## src/tbs_pkg.sv

```systemverilog
package tbs_pkg;

    // Width of one text code unit and depth of the held-back tail.
    localparam int UNIT_BITS  = 16;
    localparam int HELD_DEPTH = 11;
    localparam int CNT_BITS   = 4;

    typedef logic [UNIT_BITS-1:0] t_unit;
    typedef logic [CNT_BITS-1:0]  t_cnt;

    typedef struct packed {
        t_unit code_unit;
        logic  end_of_stream;
    } t_in_word;

    typedef struct packed {
        t_unit out_unit;
        logic  is_indicator;
        logic  in_thinking;
        logic  last;
    } t_out_word;

    // What the datapath wants done with the word it is offered.
    typedef enum logic [1:0] {
        ACT_NONE,
        ACT_OPEN,
        ACT_FLUSH
    } t_act;

    typedef struct packed {
        t_act act;
        t_cnt emit_len;
        logic out_free;
    } t_status;

    typedef struct packed {
        logic take;
        logic load_ind;
        logic load_unit;
        t_cnt rd_idx;
        logic last;
    } t_cmd;

    localparam logic KIND_THINK  = 1'b0;
    localparam logic KIND_REASON = 1'b1;

    // Index of the final character of each tag.
    localparam t_cnt OPEN_THINK_LAST   = 4'd6;
    localparam t_cnt OPEN_REASON_LAST  = 4'd10;
    localparam t_cnt CLOSE_THINK_LAST  = 4'd7;
    localparam t_cnt CLOSE_REASON_LAST = 4'd11;

    localparam logic [7:0] CH_LT    = 8'h3C;
    localparam logic [7:0] CH_GT    = 8'h3E;
    localparam logic [7:0] CH_SLASH = 8'h2F;

    localparam t_unit UNIT_KELVIN = 16'h212A;
    localparam t_unit UNIT_LONG_S = 16'h017F;

    // Case folding: ASCII capitals, the Kelvin sign and the long s.
    function automatic t_unit fold_unit(input t_unit u);
        t_unit f;
        if (u >= t_unit'(8'h41) && u <= t_unit'(8'h5A)) begin
            f = u + t_unit'(8'd32);
        end else if (u == UNIT_KELVIN) begin
            f = t_unit'(8'h6B);
        end else if (u == UNIT_LONG_S) begin
            f = t_unit'(8'h73);
        end else begin
            f = u;
        end
        return f;
    endfunction

    function automatic logic [7:0] name_ch(input logic kind, input t_cnt j);
        logic [7:0] c;
        c = 8'h00;
        if (kind == KIND_THINK) begin
            case (j)
                4'd0:    c = "t";
                4'd1:    c = "h";
                4'd2:    c = "i";
                4'd3:    c = "n";
                4'd4:    c = "k";
                default: c = 8'h00;
            endcase
        end else begin
            case (j)
                4'd0:    c = "r";
                4'd1:    c = "e";
                4'd2:    c = "a";
                4'd3:    c = "s";
                4'd4:    c = "o";
                4'd5:    c = "n";
                4'd6:    c = "i";
                4'd7:    c = "n";
                4'd8:    c = "g";
                default: c = 8'h00;
            endcase
        end
        return c;
    endfunction

    // Character idx of an open tag or, with is_close set, of a close tag.
    function automatic logic [7:0] tag_ch(input logic is_close, input logic kind,
                                          input t_cnt idx);
        t_cnt       j;
        t_cnt       nlen;
        logic [7:0] c;
        nlen = (kind == KIND_REASON) ? 4'd9 : 4'd5;
        j    = idx - 4'd1 - {3'b000, is_close};
        if (idx == 4'd0) begin
            c = CH_LT;
        end else if (is_close && idx == 4'd1) begin
            c = CH_SLASH;
        end else if (j == nlen) begin
            c = CH_GT;
        end else begin
            c = name_ch(kind, j);
        end
        return c;
    endfunction

endpackage

```

## src/tag_block_stripper.sv

```systemverilog
// Channel   Direction   Handshake                  Word
// input     in          i_in_valid / o_in_stall    i_in_word  (code_unit, end_of_stream)
// output    out         o_out_valid / i_out_stall  o_out_word (out_unit, is_indicator,
//                                                              in_thinking, last)
//
// A word that produces no output, or only the block-open indicator, needs no drain.
// A word that releases k held or passed-through units (k up to 11) starts a drain, in
// which the controller sends one unit per cycle, except while the output is stalled,
// through the single output register. Reset is synchronous and active low; it leaves
// the block outside any stripped block with an empty held tail. Input is stalled while
// units are being drained and whenever the output register is full and stalled itself.
module tag_block_stripper
    import tbs_pkg::*;
(
    input  logic      i_clk,
    input  logic      i_rst_n,
    input  logic      i_in_valid,
    output logic      o_in_stall,
    input  t_in_word  i_in_word,
    output logic      o_out_valid,
    input  logic      i_out_stall,
    output t_out_word o_out_word
);

    // The controller sequences the release of held text, while the datapath
    // tracks how far the recent text matches an open or close tag. Because
    // every tag begins with the only opening bracket it contains, the held
    // tail is always a plain prefix of one tag, so a mismatch either empties
    // the tail or restarts it with the new bracket.
    t_status w_status;
    t_cmd    w_cmd;

    tbs_ctrl u_ctrl (
        .i_clk      (i_clk),
        .i_rst_n    (i_rst_n),
        .i_in_valid (i_in_valid),
        .i_status   (w_status),
        .o_in_stall (o_in_stall),
        .o_cmd      (w_cmd)
    );

    tbs_datapath u_datapath (
        .i_clk       (i_clk),
        .i_rst_n     (i_rst_n),
        .i_in_word   (i_in_word),
        .i_cmd       (w_cmd),
        .i_out_stall (i_out_stall),
        .o_status    (w_status),
        .o_out_valid (o_out_valid),
        .o_out_word  (o_out_word)
    );

    // An indicator always closes out the results of its word and marks
    // the stream as inside a block.
    a_ind_last: assert property (@(posedge i_clk) disable iff (!i_rst_n)
        o_out_valid && o_out_word.is_indicator |-> o_out_word.last && o_out_word.in_thinking)
        else $error("indicator word without last or in_thinking");

    // Draining held units and taking a new word never happen together.
    a_no_overlap: assert property (@(posedge i_clk) disable iff (!i_rst_n)
        !(w_cmd.take && w_cmd.load_unit))
        else $error("new word taken while held units drain");

    // Once a word with units to release is taken, the input stalls next cycle.
    a_flush_stalls: assert property (@(posedge i_clk) disable iff (!i_rst_n)
        w_cmd.take && w_status.act == ACT_FLUSH && w_status.emit_len != '0 |=> o_in_stall)
        else $error("input not stalled while releasing held units");

    // Passed-through text is never flagged as inside a block.
    a_text_outside: assert property (@(posedge i_clk) disable iff (!i_rst_n)
        w_cmd.load_unit |=> o_out_valid && !o_out_word.in_thinking && !o_out_word.is_indicator)
        else $error("released unit carries block flags");

endmodule

```

## src/tbs_ctrl.sv

```systemverilog
module tbs_ctrl
    import tbs_pkg::*;
(
    input  logic    i_clk,
    input  logic    i_rst_n,
    input  logic    i_in_valid,
    input  t_status i_status,
    output logic    o_in_stall,
    output t_cmd    o_cmd
);

    typedef enum logic {
        S_IDLE,
        S_EMIT
    } t_state;

    t_state r_state;
    t_cnt   r_idx;
    t_cnt   r_len;

    logic w_accept;
    logic w_last;

    // A word is only taken when the output register can receive an indicator.
    assign w_accept   = i_in_valid && (r_state == S_IDLE) && i_status.out_free;
    assign o_in_stall = !((r_state == S_IDLE) && i_status.out_free);
    assign w_last     = (r_idx == r_len - 4'd1);

    assign o_cmd.take      = w_accept;
    assign o_cmd.load_ind  = w_accept && (i_status.act == ACT_OPEN);
    assign o_cmd.load_unit = (r_state == S_EMIT) && i_status.out_free;
    assign o_cmd.rd_idx    = r_idx;
    assign o_cmd.last      = w_last;

    always_ff @(posedge i_clk) begin
        if (!i_rst_n) begin
            r_state <= S_IDLE;
            r_idx   <= '0;
            r_len   <= '0;
        end else begin
            unique case (r_state)
                S_IDLE: begin
                    if (w_accept && i_status.act == ACT_FLUSH && i_status.emit_len != '0) begin
                        r_state <= S_EMIT;
                        r_idx   <= '0;
                        r_len   <= i_status.emit_len;
                    end
                end
                S_EMIT: begin
                    if (i_status.out_free) begin
                        if (w_last) begin
                            r_state <= S_IDLE;
                        end else begin
                            r_idx <= r_idx + 4'd1;
                        end
                    end
                end
                default: r_state <= S_IDLE;
            endcase
        end
    end

endmodule

```

## src/tbs_datapath.sv

```systemverilog
module tbs_datapath
    import tbs_pkg::*;
(
    input  logic      i_clk,
    input  logic      i_rst_n,
    input  t_in_word  i_in_word,
    input  t_cmd      i_cmd,
    input  logic      i_out_stall,
    output t_status   o_status,
    output logic      o_out_valid,
    output t_out_word o_out_word
);

    // Match state.
    logic  r_inside;
    logic  r_kind;
    t_cnt  r_count;
    logic  r_pt;
    logic  r_pr;

    // Held-back tail and the unit that broke a partial match.
    t_unit r_held [HELD_DEPTH];
    t_unit r_cur;
    t_cnt  r_base;

    logic      r_out_valid;
    t_out_word r_out_word;

    logic  n_inside;
    logic  n_kind;
    t_cnt  n_count;
    logic  n_pt;
    logic  n_pr;

    t_unit w_u;
    t_unit w_fu;
    logic  w_lt;
    logic  w_m_t;
    logic  w_m_r;
    logic  w_m_c;
    t_cnt  w_c_last;
    logic  w_wr_en;
    t_cnt  w_wr_idx;
    t_act  w_act;
    t_cnt  w_len;
    logic  w_out_free;
    t_unit w_rd_unit;

    assign w_u      = i_in_word.code_unit;
    assign w_fu     = fold_unit(w_u);
    assign w_lt     = (w_u == t_unit'(CH_LT));
    assign w_m_t    = r_pt && (w_fu == t_unit'(tag_ch(1'b0, KIND_THINK, r_count)));
    assign w_m_r    = r_pr && (w_fu == t_unit'(tag_ch(1'b0, KIND_REASON, r_count)));
    assign w_m_c    = (w_fu == t_unit'(tag_ch(1'b1, r_kind, r_count)));
    assign w_c_last = (r_kind == KIND_REASON) ? CLOSE_REASON_LAST : CLOSE_THINK_LAST;

    always_comb begin
        n_inside = r_inside;
        n_kind   = r_kind;
        n_count  = r_count;
        n_pt     = r_pt;
        n_pr     = r_pr;
        w_act    = ACT_NONE;
        w_len    = '0;
        w_wr_en  = 1'b0;
        w_wr_idx = r_count;
        if (i_in_word.end_of_stream) begin
            n_count = '0;
            n_pt    = 1'b1;
            n_pr    = 1'b1;
            if (!r_inside) begin
                w_act = ACT_FLUSH;
                w_len = r_count;
            end
        end else if (!r_inside) begin
            if (w_m_t && r_count == OPEN_THINK_LAST) begin
                w_act    = ACT_OPEN;
                n_inside = 1'b1;
                n_kind   = KIND_THINK;
                n_count  = '0;
                n_pt     = 1'b1;
                n_pr     = 1'b1;
            end else if (w_m_r && r_count == OPEN_REASON_LAST) begin
                w_act    = ACT_OPEN;
                n_inside = 1'b1;
                n_kind   = KIND_REASON;
                n_count  = '0;
                n_pt     = 1'b1;
                n_pr     = 1'b1;
            end else if (w_m_t || w_m_r) begin
                n_count = r_count + 4'd1;
                n_pt    = w_m_t;
                n_pr    = w_m_r;
                w_wr_en = 1'b1;
            end else begin
                // The held tail goes out, followed by the new unit unless it
                // can start a fresh tag. Slot zero of a tail always holds the
                // opening bracket, so rewriting it with one loses nothing.
                w_act    = ACT_FLUSH;
                w_len    = r_count + {3'b000, !w_lt};
                n_count  = {3'b000, w_lt};
                n_pt     = 1'b1;
                n_pr     = 1'b1;
                w_wr_en  = w_lt;
                w_wr_idx = '0;
            end
        end else begin
            if (w_m_c && r_count == w_c_last) begin
                n_inside = 1'b0;
                n_kind   = KIND_THINK;
                n_count  = '0;
            end else if (w_m_c) begin
                n_count = r_count + 4'd1;
            end else begin
                n_count = {3'b000, w_lt};
            end
        end
    end

    assign w_out_free = !r_out_valid || !i_out_stall;

    assign o_status.act      = w_act;
    assign o_status.emit_len = w_len;
    assign o_status.out_free = w_out_free;

    always_ff @(posedge i_clk) begin
        if (!i_rst_n) begin
            r_inside <= 1'b0;
            r_kind   <= KIND_THINK;
            r_count  <= '0;
            r_pt     <= 1'b1;
            r_pr     <= 1'b1;
        end else if (i_cmd.take) begin
            r_inside <= n_inside;
            r_kind   <= n_kind;
            r_count  <= n_count;
            r_pt     <= n_pt;
            r_pr     <= n_pr;
        end
    end

    always_ff @(posedge i_clk) begin
        if (i_cmd.take) begin
            r_cur  <= w_u;
            r_base <= r_count;
            if (w_wr_en) begin
                r_held[w_wr_idx] <= w_u;
            end
        end
    end

    assign w_rd_unit = (i_cmd.rd_idx == r_base) ? r_cur : r_held[i_cmd.rd_idx];

    always_ff @(posedge i_clk) begin
        if (!i_rst_n) begin
            r_out_valid <= 1'b0;
        end else if (i_cmd.load_ind || i_cmd.load_unit) begin
            r_out_valid <= 1'b1;
        end else if (!i_out_stall) begin
            r_out_valid <= 1'b0;
        end
    end

    always_ff @(posedge i_clk) begin
        if (i_cmd.load_ind) begin
            r_out_word.out_unit     <= '0;
            r_out_word.is_indicator <= 1'b1;
            r_out_word.in_thinking  <= 1'b1;
            r_out_word.last         <= 1'b1;
        end else if (i_cmd.load_unit) begin
            r_out_word.out_unit     <= w_rd_unit;
            r_out_word.is_indicator <= 1'b0;
            r_out_word.in_thinking  <= 1'b0;
            r_out_word.last         <= i_cmd.last;
        end
    end

    assign o_out_valid = r_out_valid;
    assign o_out_word  = r_out_word;

endmodule

```

## config.mk

```make
export PLATFORM = sky130hd
export DESIGN_NAME = tag_block_stripper
export DESIGN_NICKNAME = d
export VERILOG_FILES = /design/src/tbs_pkg.sv /design/src/tag_block_stripper.sv /design/src/tbs_ctrl.sv /design/src/tbs_datapath.sv
export SDC_FILE = /design/constraint.sdc
export NUM_CORES = 1
export LEC_CHECK = 0
export ABC_AREA = 0
export ABC_CLOCK_PERIOD_IN_PS = 16100
export BUFFER_PORTS_ARGS = -buffer_cell sky130_fd_sc_hd__buf_2
export CAP_MARGIN = 10
export CORE_MARGIN = 1.5
export CORE_UTILIZATION = 38
export CTS_BUF_LIST = sky130_fd_sc_hd__clkbuf_8
export DETAILED_ROUTE_END_ITERATION = 10
export PLACE_DENSITY_LB_ADDON = 0.3
export REMOVE_ABC_BUFFERS = 1
export SLEW_MARGIN = 15
export SYNTH_ARGS = -nofsm -noshare
export SYNTH_HDL_FRONTEND = slang
export SYNTH_SLANG_ARGS = --single-unit
export TNS_END_PERCENT = 20
```

## constraint.sdc

```tcl
create_clock -name i_clk -period 16.1 [get_ports i_clk]
set_input_delay 3.22 -clock i_clk [delete_from_list [all_inputs] [get_ports i_clk]]
set_output_delay 3.22 -clock i_clk [all_outputs]
set_load 0.005 [all_outputs]
```

* Word level (Yosys, flattened, before mapping) *
Memories as Yosys holds them, arrays and structs flattened. A register that Yosys moved wholly into a read port is not among the register bits.
Index checks and enable logic that the tools add are counted.

word-level totals
  register bits = 56
  memory bits (writable) = 176
  memory bits (read-only) = 224
  bits of input ports = 21
  output and inout bits = 21
  memories = 3

memories
  name               depth  width  read ports  clocked after memory_dff  wr ports  line                source
  u_datapath.r_held  11     16     1           1                         1         tbs_datapath.sv:22  t_unit r_held [HELD_DEPTH];
  (no name shown)    16     7      1           0                         0         tbs_pkg.sv:88       case (j)
  (no name shown)    16     7      1           0                         0         tbs_pkg.sv:88

cells by class
  $add $sub $neg = 7
  magnitude comparators = 2
  equality and inequality tests = 31
  mux-type cells = 78
  bitwise logic cells = 2
  reductions and logical operators = 30

operator list
  kind                     number
  $mux W4                  25
  $pmux W7 S5              2
  $mux W16                 4
  $mux W8                  8
  $eq A16 B8 Y1            3
  $mux W1                  31
  $add A16 B6 Y16 const B  1
  $eq A16 B14 Y1 const B   1
  $eq A16 B6 Y1 const B    1
  $eq A16 B9 Y1 const B    1
  $eq A4 B2 Y1 const B     4
  $eq A4 B3 Y1 const B     4
  $eq A4 B4 Y1             4
  $ge A16 B7 Y1 const B    1
  $le A16 B7 Y1 const B    1
  $logic_and A1 B1 Y1      13
  $eq A4 B1 Y1 const B     3
  $logic_not A4 Y1         3
  $mux W2                  6
  $sub A4 B1 Y4 const B    3
  $add A4 B1 Y4 const B    2
  $eq A4 B4 Y1 const B     2
  $ne A2 B2 Y1 const B     4
  $pmux W4 S2              1
  other kinds (13)         22

* Longest topological paths before layout *
Gate-level depths: netlist of run 1.

  depth after elaboration = 20
  mapped depth = 20
  mapped depth without buffers = 14

* By module *
A second synthesis of run 1 with hierarchy kept.

unflattened totals
  cell total of the unflattened synthesis = 876
  area, all modules = 11288.3 sq um

by module, submodules not included
  module        instances  cells each  area an instance (sq um)
  tbs_datapath  1          811         10696.5
  tbs_ctrl      1          65          591.8

* Worst setup path before layout of run 1 *
Ideal clock, no wire load.

  kind = input to register
  from = input port i_in_word[14] (netlist name)
  to = memory u_datapath.r_held[5][0] (netlist name) (enable)
  library setup time = 0.430 ns
  arrival = 7.670 ns
  data required time = 15.670 ns
  path slack = 8.000 ns
  stages on the path = 10
  path buffers = 0
  cell sequence = or4_4 > a2111oi_1 > o21a_1 > o2111a_1 > o31ai_1 > or4_1 > or4_1 > o41a_1 > a21o_1 > nor4_1

on the way
  cells in the longest elaborated chain, start to end = 15
  elaborated cells on any way between the ends = 30
  classes of those cells = add/sub: 1; order compare: 2; eq/ne: 5; mux: 16; reduce/logical: 6

ends and longest elaborated chain
  element                                                 line                      source
  start, declared                                         tag_block_stripper.sv:19  input t_in_word i_in_word,
  branches (longest 15 deep; another with $ge A16 B7 Y1)  --
  end, declared                                           tbs_datapath.sv:22

Several ways; the timed one is not identified.

* Worst setup path after layout of run 1 *
  from = input port i_in_word[14] (netlist name)
  to = memory u_datapath.r_held[3][15] (netlist name) (enable)

Same word-level chain as after synthesis.

==> summary.txt, run 1 <==
Placement
  • Pre-CTS setup slack: 7.991 ns
  • Post-DP Area: 11990 µm²
  • IO buf count: 41
  • Final HPWL DP: 17980 µm
  • GPL Wtd Cong: 0.9107

Synth
  • Avg Inst Size Synth: 12.61 µm²
  • Ys Warns: 0
  • Top post-synthesis cells by area: edfxtp_1 52%, dfxtp_1 7.1%, mux4_2 6.4%
  • Area share of fa/ha/maj cells after synthesis: 1.438%
  • Compound-Gate Fraction of Synth Area: 13.87%
  • Seq/Total Area, Yosys: 59.10%
  • XOR/XNOR Fraction of Synth Area: 1.316%
  • Prevailing post-synth register cell: edfxtp_1
  • Post-Syn Area: 11310 µm²
  • EDFF count, synth: 196
  • Cell count after synthesis: 897
  • Main combinational cell family by area after synthesis: compound AO/OA/AOI/OAI gates
  • Mux cell area share after synthesis: 8.780%
  • Synth unique cells: 87
  • Synth top area share: 52.02%
  • Post-synth top area cell: edfxtp_1
  • Post-synthesis async set-or-reset flop share: 0%
  • Yosys reg bits: 236
  • Simple-Gate Fraction of Synth Area: 12.75%

Setup path
  • Worst Setup Path Type: input pin to flop
  • Crit path to: u_datapath.r_held[3][15]$_DFFE_PP_
  • Critical Path Source Type: input pin
  • Required @ worst endpoint: 16.32 ns
  • R2r startpoint: u_datapath.r_count[0]$_SDFFE_PN0P_
  • Worst setup EP type: flop
  • Worst r2r path cells: 15
  • CP Data Arrival Time: 7.82 ns
  • Max FO, Critical Path: 14
  • RR Endpoint: u_datapath.r_held[3][15]$_DFFE_PP_
  • Crit path launch: i_in_word[14]
  • R2R setup slack: 10.21 ns

CTS
  • Worst skew pair latency: 0.53 ns
  • Post-CTS Setup Inserts: 0
  • CTS Hold Bufs: 0
  • Clock buffer depth: 3
  • Worst-path clk slew: 0.06 ns
  • Total CTS buffers: 38
  • CTS Sinks: 236
  • Post-CTS Resized: 0
  • H-tree depth: 2
  • CTS tree: built
  • CTS root buf: clkbuf_8

Drt
  • Iteration-0 DRC Markers: 672
  • DRC violations left: 0
  • Drt first pass iters: 5
  • Final WL: 28350 µm
  • Detail Route Antenna Nets: 0
  • Vias per cell: 5.764
  • Drt wl/cell: 21.00 µm
  • Vias: 7781

Global route
  • Global Route Usage Sum: 18.51%
  • Global-route wire length before repair: 43810 µm
  • Total global routing overflow: 0
  • Initial antenna violation count: 0
  • Largest net degree at the start of global routing: 49
  • Vias in the first global route: 7503

STA
  • Final setup TNS: 0 ns
  • Setup violations, final: 0
  • Crit path time final: 7.604 ns
  • Slew HR: 23.37%
  • Final period util: 47.23%
  • Clock Skew: 0.01514 ns
  • Final slew viol count: 0
  • Worst-Margin Slew: 1.149 ns
  • RSZ-0062 raised after global routing: no
  • Fmax: 0.1315 GHz
  • Worst setup margin: 8.496 ns
  • Hold Violations, Final: 0

Layout
  • Area delta synth->final: 12.35%
  • Final core occ: 43.82%
  • Commonest non-fill, non-tap cell in the layout: edfxtp_1
  • N_diodes: 0
  • Fillers: 2669
  • Most frequent cells in the layout: 196 x edfxtp_1, 81 x nor2_1, 57 x a211oi_1
  • Post-Layout Inst Area: 12710 µm²
  • Final Net Count: 973
  • Ratio of cells with drive above 1 in the final layout: 18.63%

Floorplanning
  • Die Y: 175.6 µm
  • Initial Util: 39.00%
  • Die area: 30820 µm²
  • I/O pin total: 42
  • Die extent in x: 175.6 µm
  • Core area: 29010 µm²
  • Row count: 62

Power
  • Max VDD drop: 45.11 µV
  • Tot Pwr: 1.262 mW
  • LEAKAGE: 4.201 nW
  • Power density cells: 99.30 nW/µm²

Worst hold path
  • Hold crit path type: flop to flop

Run status
  • Status: finished, final reports clean

Run
  • MaxCap Viol Count: 0
kinds of logic after synthesis:
logic type / count (synthesis)
adders and majority gates: 13
DFF: 236
AOI/OAI and AO/OA: 216
muxes: 59
and+or+nand+nor: 277
buffers and inverters: 79
xor gates and xnor gates: 17
flip-flops by register name, indices dropped and copies added, names as in the netlist, named ones only:
name,cells
u_ctrl.r_idx,4
u_datapath.r_base,4
u_ctrl.r_state,1
u_ctrl.r_len,4
u_datapath.r_held,176
u_datapath.r_kind,1
u_datapath.o_out_word,18
u_datapath.r_count,4
u_datapath.r_pr,1
u_datapath.o_out_valid,1
u_datapath.r_pt,1
u_datapath.r_cur,16
u_datapath.r_inside,1
critical path, stage by stage:
cell and delay, ns:
buf_2 0.18, or4_4 0.60, a2111oi_1 0.53, o21a_1 0.39
o2111a_1 0.21, o31ai_1 0.08, or4_1 0.51, or4_1 0.47
o41a_1 0.18, a21o_1 0.33, nor3_2 0.77, buf_4 0.32
stage by stage:
step	hold WS [ns]	std cells
final	0.4617	1350
after global routing	0.4761	1350
after CTS	0.4638	1350
after detailed placement	0.4546	1283
after global placement	0.4487	1283
after floorplan	0.4496	838
synth_stat cells, types with 3 or more instances:
library cell and count:
o22ai_1 6, nor3_1 34, edfxtp_1 196, nand4_1 3
o211ai_1 12, xnor2_1 10, a2bb2oi_1 3, a311oi_1 3
or2_2 4, o21a_1 5, or4_1 6, ha_1 13
o211a_1 3, nor3b_1 4, a221oi_1 5, o221ai_1 3
o311ai_0 3, and2_1 8, nand3b_1 3, nand2_1 49
a21oi_1 39, nor2b_1 24, buf_1 5, inv_1 18
and3_1 8, nand3_1 12, or3_1 9, clkbuf_1 46
o21ai_0 22, a31oi_1 7, nor2_1 81, nor4_1 13
a211oi_1 57, a22oi_1 3, o31ai_1 8, dfxtp_1 40
xor2_1 7, mux2i_1 25, buf_2 6, and4b_1 3
a21o_1 4, mux4_2 32
cell type report:
class	instances	area, µm²	area share [%]
Timing Repair Buffer	61	355.3	2.795
Multi-Input combinational cell	582	4388	34.52
Inverter	20	75.07	0.5906
Tap cell	384	480.5	3.780
Clock buffer	40	550.5	4.331
Sequential cell	236	6691	52.64
Clock inverter	27	171.4	1.348
power breakdown:
part | internal [mW] | switching (mW) | leakage, nW
clock network | 0.263 | 0.226 | 0.423
logic | 0.0350 | 0.0475 | 1.67
registers | 0.677 | 0.0130 | 2.11
total | 0.975 | 0.287 | 4.20
worst min-delay path by stage:
stage | startpoint | end | cells after the start
2_1_floorplan | u_ctrl.r_len[3]$_SDFFE_PN0P_ | u_ctrl.r_len[3]$_SDFFE_PN0P_ | 2
3_3_place_gp | u_datapath.o_out_word[1]$_SDFFE_PP1P_ | u_datapath.o_out_word[1]$_SDFFE_PP1P_ | 2
3_5_place_dp | u_datapath.o_out_word[1]$_SDFFE_PP1P_ | u_datapath.o_out_word[1]$_SDFFE_PP1P_ | 2
4_1_cts | u_datapath.o_out_word[1]$_SDFFE_PP1P_ | u_datapath.o_out_word[1]$_SDFFE_PP1P_ | 2
5_1_grt | u_datapath.o_out_word[1]$_SDFFE_PP1P_ | u_datapath.o_out_word[1]$_SDFFE_PP1P_ | 2
6_report | u_datapath.o_out_word[1]$_SDFFE_PP1P_ | u_datapath.o_out_word[1]$_SDFFE_PP1P_ | 2
metal layers:
metal | up-vias | global-route usage [%] | routed length [µm]
li1 | 3612 | - | -
met1 | 3852 | 24.26 | 12160
met2 | 274 | 32.14 | 14120
met3 | 43 | 2.641 | 1501
met4 | 0 | 4.879 | 565
met5 | - | 0 | 0
No activity file was read; power rests on OpenSTA's default activity.
==> run 2, diff against run 1 <==
--- a/config.mk
+++ b/config.mk
@@ -5,8 +5,8 @@
 export SDC_FILE = /design/constraint.sdc
 export NUM_CORES = 1
 export LEC_CHECK = 0
-export ABC_AREA = 0
-export ABC_CLOCK_PERIOD_IN_PS = 16100
+export ABC_AREA = 1
+export ABC_CLOCK_PERIOD_IN_PS = 6500
 export BUFFER_PORTS_ARGS = -buffer_cell sky130_fd_sc_hd__buf_2
 export CAP_MARGIN = 10
 export CORE_MARGIN = 1.5
==> constraint.sdc (replaced) <==
create_clock -name i_clk -period 6.5 [get_ports i_clk]
set_input_delay 1.3 -clock i_clk [delete_from_list [all_inputs] [get_ports i_clk]]
set_output_delay 1.3 -clock i_clk [all_outputs]
set_load 0.005 [all_outputs]
==> summary.txt, run 2 <==
Layout
  • Biggest register: u_datapath.r_held
  • N_diodes: 0 (unchanged)
  • Most frequent cells in the layout: 196 x edfxtp_1, 192 x nand2_1, 148 x nor2_1
  • Register area: 6688 µm² (about the same)
  • Ratio of cells with drive above 1 in the final layout: 13.84% (-4.8 points)
  • Area delta synth->final: 11.82%
  • Post-Layout Inst Area: 12530 µm² (-1.4%)
  • Area of the multi-input gates: 3978 µm² (-9.4%)
  • Final core occ: 43.42% (-0.39 points)
  • Commonest non-fill, non-tap cell in the layout: edfxtp_1
  • Max reg flops: 176 (unchanged)
  • Final Net Count: 1221 (+25%)
  • Fillers: 2794 (+4.7%)

Global route
  • Global-route wire length before repair: 45800 µm (+4.6%)
  • Vias in the first global route: 8197 (+9.2%)
  • Total global routing overflow: 0 (unchanged)
  • Initial antenna violation count: 1 (+1)
  • Global Route Usage Sum: 19.39% (+0.88 points)
  • Largest net degree at the start of global routing: 81 (+65%)

STA
  • Worst-Margin Slew: 1.080 ns (-0.06966 ns)
  • Worst setup margin: 1.721 ns (-6.775 ns)
  • Final slew viol count: 0 (unchanged)
  • Final setup TNS: 0 ns (unchanged)
  • Final period util: 73.53%
  • RSZ-0062 raised after global routing: no
  • Slew HR: 27.94% (+4.6 points)
  • Fmax: 0.2092 GHz
  • Clock Skew: 0.01654 ns (+0.001403 ns)
  • Setup violations, final: 0 (unchanged)
  • Hold Violations, Final: 0 (unchanged)
  • Crit path time final: 4.779 ns

Drt
  • Detail Route Antenna Nets: 0 (unchanged)
  • Drt wl/cell: 18.33 µm (-13%)
  • Drt first pass iters: 5 (unchanged)
  • Vias per cell: 5.333 (-7.5%)
  • Final WL: 29290 µm (+3.3%)
  • Iteration-0 DRC Markers: 748 (+11%)
  • Vias: 8522 (+9.5%)
  • DRC violations left: 0 (unchanged)

Synth
  • Yosys reg bits: 236 (unchanged)
  • EDFF count, synth: 196 (unchanged)
  • Top post-synthesis cells by area: edfxtp_1 53%, dfxtp_1 7.1%, nand2_1 6.4%
  • Synth top area share: 52.52% (+0.51 points)
  • Synth unique cells: 41 (-53%)
  • Ys Warns: 0 (unchanged)
  • Post-Syn Area: 11210 µm² (-0.96%)
  • Post-synthesis async set-or-reset flop share: 0% (unchanged)
  • Post-synth top area cell: edfxtp_1
  • Most frequent cells after synthesis: 196 x edfxtp_1, 192 x nand2_1, 156 x nor2_1
  • Cell count after synthesis: 1139 (+27%)
  • Seq/Total Area, Yosys: 59.67% (+0.57 points)
  • Prevailing post-synth register cell: edfxtp_1
  • Most numerous cell in the Yosys netlist: edfxtp_1
  • Avg Inst Size Synth: 9.838 µm² (-22%)

Worst hold path
  • Hold crit path type: flop to flop
  • Start point of the worst min-delay path: u_datapath.o_out_word[1]$_SDFFE_PP1P_
  • Hold EP: u_datapath.o_out_word[1]$_SDFFE_PP1P_
  • Hold Crit Depth: 2 (unchanged)

Placement
  • IO buf count: 41 (unchanged)
  • Final HPWL DP: 18420 µm (+2.5%)
  • GPL Wtd Cong: 0.8945 (-1.8%)
  • Post-DP Area: 11820 µm² (-1.5%)
  • Pre-CTS setup slack: 1.536 ns (-6.455 ns)

Setup path
  • Critical Path Source Type: flop
  • Max FO, Critical Path: 16 (+2)
  • Critical path, cell by cell: inv_1 > ha_1 > nand2_2 > nand2_4 > ha_1 > nor2_2 > nand3_1 > nand2_1 > nand2_1 > nand2_1 > nand3_1 > nor2_1 > nand3_1 > nand3_1 > nand2_1 > nor2_1 > nand4_1 > nor2_2
  • Worst setup EP type: flop
  • Worst Setup Path Type: flop to flop
  • RR Endpoint: u_datapath.r_held[1][2]$_DFFE_PP_
  • Worst Path Buf+Inv: 1 (-1)
  • R2R setup slack: 1.72 ns (-8.49 ns)
  • Required @ worst endpoint: 6.63 ns (-9.69 ns)
  • CP delay by family, top: simple AND/OR/NAND/NOR gates
  • R2r startpoint: u_datapath.r_count[1]$_SDFFE_PN0P_
  • Crit path largest cell delay: 0.86 ns (+0.09 ns)
  • Slowest cell on the critical path: nor2_2
  • Worst r2r path cells: 18 (+3)
  • CP Data Arrival Time: 4.91 ns (-2.91 ns)

CTS
  • CTS tree: built
  • Total CTS buffers: 39 (+2.6%)
  • CTS root buf: clkbuf_8
  • Post-CTS Setup Inserts: 0 (unchanged)
  • H-tree depth: 2 (unchanged)
  • CTS Hold Bufs: 0 (unchanged)
  • Post-CTS Resized: 0 (unchanged)
  • CTS Sinks: 236 (unchanged)
  • Worst-path clk slew: 0.06 ns (about the same)
  • Clock buffer depth: 3 (unchanged)
  • Worst skew pair latency: 0.53 ns (about the same)

Floorplanning
  • Initial Util: 38.83% (-0.17 points)
  • I/O pin total: 42 (unchanged)
  • Die area: 30530 µm² (-0.94%)
  • Die Y: 174.7 µm (-0.47%)
  • Die extent in x: 174.7 µm (-0.47%)
  • Core area: 28860 µm² (-0.53%)
  • Row count: 62 (unchanged)

Power
  • LEAKAGE: 4.786 nW (+14%)
  • Power density cells: 262.1 nW/µm² (+160%)
  • Max VDD drop: 145.5 µV (+220%)

Run
  • MaxCap Viol Count: 0 (unchanged)

Run status
  • Status: finished, final reports clean
-- run 2: cell types whose count changed after synthesis, sizes merged, moves of 56 or more --
| cell | previous run | this run |
|---|---|---|
| a211oi | 58 | 2 |
| nor2 | 81 | 167 |
| nand2 | 49 | 210 |
| o21ai | 24 | 108 |
| nand3 | 12 | 105 |
| inv | 18 | 89 |
-- run 2: logic make-up after synthesis --
logic type | count (synthesis) | share of synthesized area [%]
buf+inv | 141 | 5.013
compound gates | 213 | 11.36
flops | 236 | 59.67
simple gates | 519 | 21.18
xor+xnor | 17 | 1.329
fa+ha+maj | 13 | 1.452
-- run 2: area by class of cell --
type	instances	share of cell area [%]
timing repair buffer	56	2.536
clock buffer	42	4.613
inverter	92	2.816
tap	384	3.834
clock inverter	26	1.088
sequential	236	53.37
multi-input combinational	762	31.74
-- run 2: stage by stage --
stage	total power [mW]	hold slack (ns)	instances
global route	3.423	0.4951	1598
floorplan	1.959	0.4364	1090
finish	3.284	0.4631	1598
CTS	3.312	0.4649	1598
detailed placement	2.117	0.4543	1530
global placement	2.111	0.4495	1530
-- run 2: worst max path at each step --
stage                                                  start                                  to  slack [ns]  cells after the start
after global placement                         i_in_word[11]   u_datapath.r_held[1][8]$_DFFE_PP_        1.64                     16
final                     u_datapath.r_count[1]$_SDFFE_PN0P_   u_datapath.r_held[1][2]$_DFFE_PP_        1.72                     18
after global routing      u_datapath.r_count[1]$_SDFFE_PN0P_   u_datapath.r_held[5][3]$_DFFE_PP_        1.32                     18
after CTS                 u_datapath.r_count[1]$_SDFFE_PN0P_   u_datapath.r_held[1][2]$_DFFE_PP_        1.74                     18
after floorplan                                i_in_word[16]   u_datapath.r_held[1][0]$_DFFE_PP_        2.41                     17
after detailed placement                        i_in_word[7]  u_datapath.r_held[1][11]$_DFFE_PP_        1.54                     15
-- run 2: worst register-to-register path, cell delays in order, from the launching register on --
cell     delay (ns)
dfxtp_1        0.75
inv_1          0.27
ha_1           0.34
nand2_2        0.14
nand2_4        0.09
ha_1           0.19
nor2_2         0.24
nand3_1        0.20
nand2_1        0.13
nand2_1        0.05
nand2_1        0.08
nand3_1        0.07
nor2_1         0.15
nand3_1        0.14
nand3_1        0.11
nand2_1        0.05
nor2_1         0.28
nand4_1        0.24
nor2_2         0.86
-- run 2: power by group --
part           switching, mW  internal, mW  total [mW]  leakage (nW)
combinational          0.239         0.122       0.361          2.27
clock                  0.565         0.635        1.20         0.405
sequential            0.0287          1.69        1.72          2.11
-- run 2: per-layer routing --
layer | wire, µm | global-route usage, %
met5 | 7 | 0
met4 | 872 | 7.407
met3 | 1555 | 2.633
met2 | 14260 | 33.02
met1 | 12590 | 25.10
==> run 3, diff against run 2 <==
--- a/config.mk
+++ b/config.mk
@@ -6,7 +6,7 @@
 export NUM_CORES = 1
 export LEC_CHECK = 0
 export ABC_AREA = 1
-export ABC_CLOCK_PERIOD_IN_PS = 6500
+export ABC_CLOCK_PERIOD_IN_PS = 4710
 export BUFFER_PORTS_ARGS = -buffer_cell sky130_fd_sc_hd__buf_2
 export CAP_MARGIN = 10
 export CORE_MARGIN = 1.5
==> constraint.sdc (replaced) <==
create_clock -name i_clk -period 4.71 [get_ports i_clk]
set_input_delay 0.942 -clock i_clk [delete_from_list [all_inputs] [get_ports i_clk]]
set_output_delay 0.942 -clock i_clk [all_outputs]
set_load 0.005 [all_outputs]
==> summary.txt, run 3 (synthesized netlist as in run 2, its figures left out) <==
Drt
  • Vias: 8446 (-0.89%)
  • Drt first pass iters: 6 (+1)
  • Drt wl/cell: 17.91 µm (-2.3%)
  • Vias per cell: 5.233 (-1.9%)
  • Detail Route Antenna Nets: 0 (unchanged)
  • Iteration-0 DRC Markers: 803 (+7.4%)
  • Final WL: 28900 µm (-1.3%)
  • DRC violations left: 0 (unchanged)

Floorplanning
  • I/O pin total: 42 (unchanged)
  • Core area: 28860 µm² (unchanged)
  • Initial Util: 38.83% (unchanged)
  • Die Y: 174.7 µm (unchanged)
  • Die area: 30530 µm² (unchanged)
  • Row count: 62 (unchanged)
  • Die extent in x: 174.7 µm (unchanged)

CTS
  • CTS root buf: clkbuf_8
  • CTS Sinks: 236 (unchanged)
  • CTS Hold Bufs: 0 (unchanged)
  • Total CTS buffers: 39 (unchanged)
  • CTS tree: built
  • Post-CTS Resized: 0 (unchanged)
  • Worst skew pair latency: 0.53 ns (about the same)
  • Worst-path clk slew: 0.06 ns (about the same)
  • Post-CTS Setup Inserts: 0 (unchanged)
  • H-tree depth: 2 (unchanged)
  • Clock buffer depth: 3 (unchanged)

Worst hold path
  • Hold Crit Depth: 2 (unchanged)
  • Start point of the worst min-delay path: u_datapath.o_out_word[0]$_SDFFE_PP1P_
  • Hold EP: u_datapath.o_out_word[0]$_SDFFE_PP1P_
  • Hold crit path type: flop to flop

STA
  • Final setup TNS: 0 ns (unchanged)
  • Setup violations, final: 0 (unchanged)
  • Crit path time final: 3.786 ns (-0.9937 ns)
  • Clock Skew: 0.02715 ns (+0.01061 ns)
  • Final slew viol count: 0 (unchanged)
  • Fmax: 0.2642 GHz (+26%)
  • Final period util: 80.37% (+6.8 points)
  • Worst-Margin Slew: 0.9606 ns (-0.1192 ns)
  • RSZ-0062 raised after global routing: no
  • Slew HR: 35.96% (+8.0 points)
  • Hold Violations, Final: 0 (unchanged)

Global route
  • Global-route wire length before repair: 44910 µm (-2.0%)
  • Total global routing overflow: 0 (unchanged)
  • Initial antenna violation count: 0 (-1)
  • Global Route Usage Sum: 18.92% (-0.47 points)
  • Largest net degree at the start of global routing: 81 (unchanged)
  • Vias in the first global route: 8004 (-2.4%)

Layout
  • Fillers: 2788 (-0.21%)
  • Max reg flops: 176 (unchanged)
  • Biggest register: u_datapath.r_held
  • Area of the multi-input gates: 3978 µm² (unchanged)
  • Final core occ: 43.88% (+0.46 points)
  • Ratio of cells with drive above 1 in the final layout: 15.37% (+1.5 points)
  • Register area: 6688 µm² (unchanged)
  • Area delta synth->final: 13.00%
  • Final Net Count: 1238 (+1.4%)
  • Most frequent cells in the layout: 196 x edfxtp_1, 192 x nand2_1, 148 x nor2_1
  • Commonest non-fill, non-tap cell in the layout: edfxtp_1
  • N_diodes: 0 (unchanged)

Setup path
  • R2r startpoint: u_datapath.r_count[0]$_SDFFE_PN0P_
  • R2R setup slack: 0.92 ns (-0.80 ns)
  • Worst setup EP type: flop
  • CP Data Arrival Time: 3.98 ns (-0.93 ns)
  • Required @ worst endpoint: 4.90 ns (-1.73 ns)
  • Critical Path Source Type: flop
  • Critical path, cell by cell: inv_4 > ha_1 > inv_2 > nand2_2 > nand2_4 > ha_1 > nor2_2 > nand3_1 > nand2_1 > nand2_1 > nand2_1 > nand3_1 > nor2_1 > nand3_1 > nand3_1 > nand2_1 > nor2_1 > nand4_1 > nor2_2 > buf_4
  • Slowest cell on the critical path: dfxtp_1
  • Worst r2r path cells: 20 (+2)
  • Max FO, Critical Path: 16 (unchanged)
  • RR Endpoint: u_datapath.r_held[1][5]$_DFFE_PP_
  • Crit path largest cell delay: 0.33 ns (-0.53 ns)
  • Worst Setup Path Type: flop to flop

Power
  • Power density cells: 359.7 nW/µm² (+37%)
  • Max VDD drop: 152.6 µV (+4.9%)
  • LEAKAGE: 4.876 nW (+1.9%)

Run
  • MaxCap Viol Count: 0 (unchanged)

Run status
  • Status: finished, final reports clean

Placement
  • Final HPWL DP: 18910 µm (+2.7%)
  • GPL Wtd Cong: 0.8992 (+0.53%)
  • IO buf count: 41 (unchanged)
run 3: worst max-delay path by stage:
stage / end / start / cells past startpoint / slack (ns)
global placement: u_datapath.r_held[1][11]$_DFFE_PP_ / i_in_word[11] / 17 / 0.51
floorplan: u_datapath.r_held[1][0]$_DFFE_PP_ / u_datapath.r_count[1]$_SDFFE_PN0P_ / 18 / 0.91
global route: u_datapath.r_held[2][5]$_DFFE_PP_ / i_in_word[11] / 17 / 0.63
detailed placement: u_datapath.r_held[1][11]$_DFFE_PP_ / i_in_word[11] / 17 / 0.45
finish: u_datapath.r_held[1][5]$_DFFE_PP_ / u_datapath.r_count[0]$_SDFFE_PN0P_ / 20 / 0.92
CTS: u_datapath.r_held[1][5]$_DFFE_PP_ / i_in_word[11] / 17 / 0.98
run 3: layout make-up:
type	count	area share, %
Clock buffer	43	4.674
Sequential cell	236	52.82
Multi-Input combinational cell	762	31.41
Clock inverter	24	0.9980
Timing Repair Buffer	73	3.518
Inverter	92	2.787
Tap cell	384	3.794
run 3: metal layers:
metal,vias to the layer above,GRT usage [%],part of all wire (%)
li1,4128,-,-
met1,4042,24.62,44
met2,236,32.49,49
met3,40,2.437,4.5
met4,0,6.588,2.4
met5,-,0,0
run 3: worst max-delay path, delay by kind of cell (launching register included):
kind / cells / cell delay (ns)
flip-flops: 1 / 0.33
AND/OR/NAND/NOR: 15 / 2.10
adder cells (fa/ha/maj): 2 / 0.49
buffers and inverters: 3 / 0.51
run 3: where the power goes:
part | internal [mW] | switching [mW]
Sequential | 2.34 | 0.0394
Combinational | 0.172 | 0.339
Clock | 0.891 | 0.775
run 3: stage by stage:
step | total power [mW] | hold slack, ns | cell area [µm²] | std cells | worst slack, ns
2_1_floorplan | 2.704 | 0.4364 | 11000 | 1090 | 0.9141
3_3_place_gp | 2.929 | 0.4484 | 11940 | 1547 | 0.5086
3_5_place_dp | 2.936 | 0.4554 | 11940 | 1547 | 0.4474
4_1_cts | 4.591 | 0.4725 | 12660 | 1614 | 0.9768
5_1_grt | 4.755 | 0.4988 | 12660 | 1614 | 0.6311
6_report | 4.554 | 0.4663 | 12660 | 1614 | 0.9244
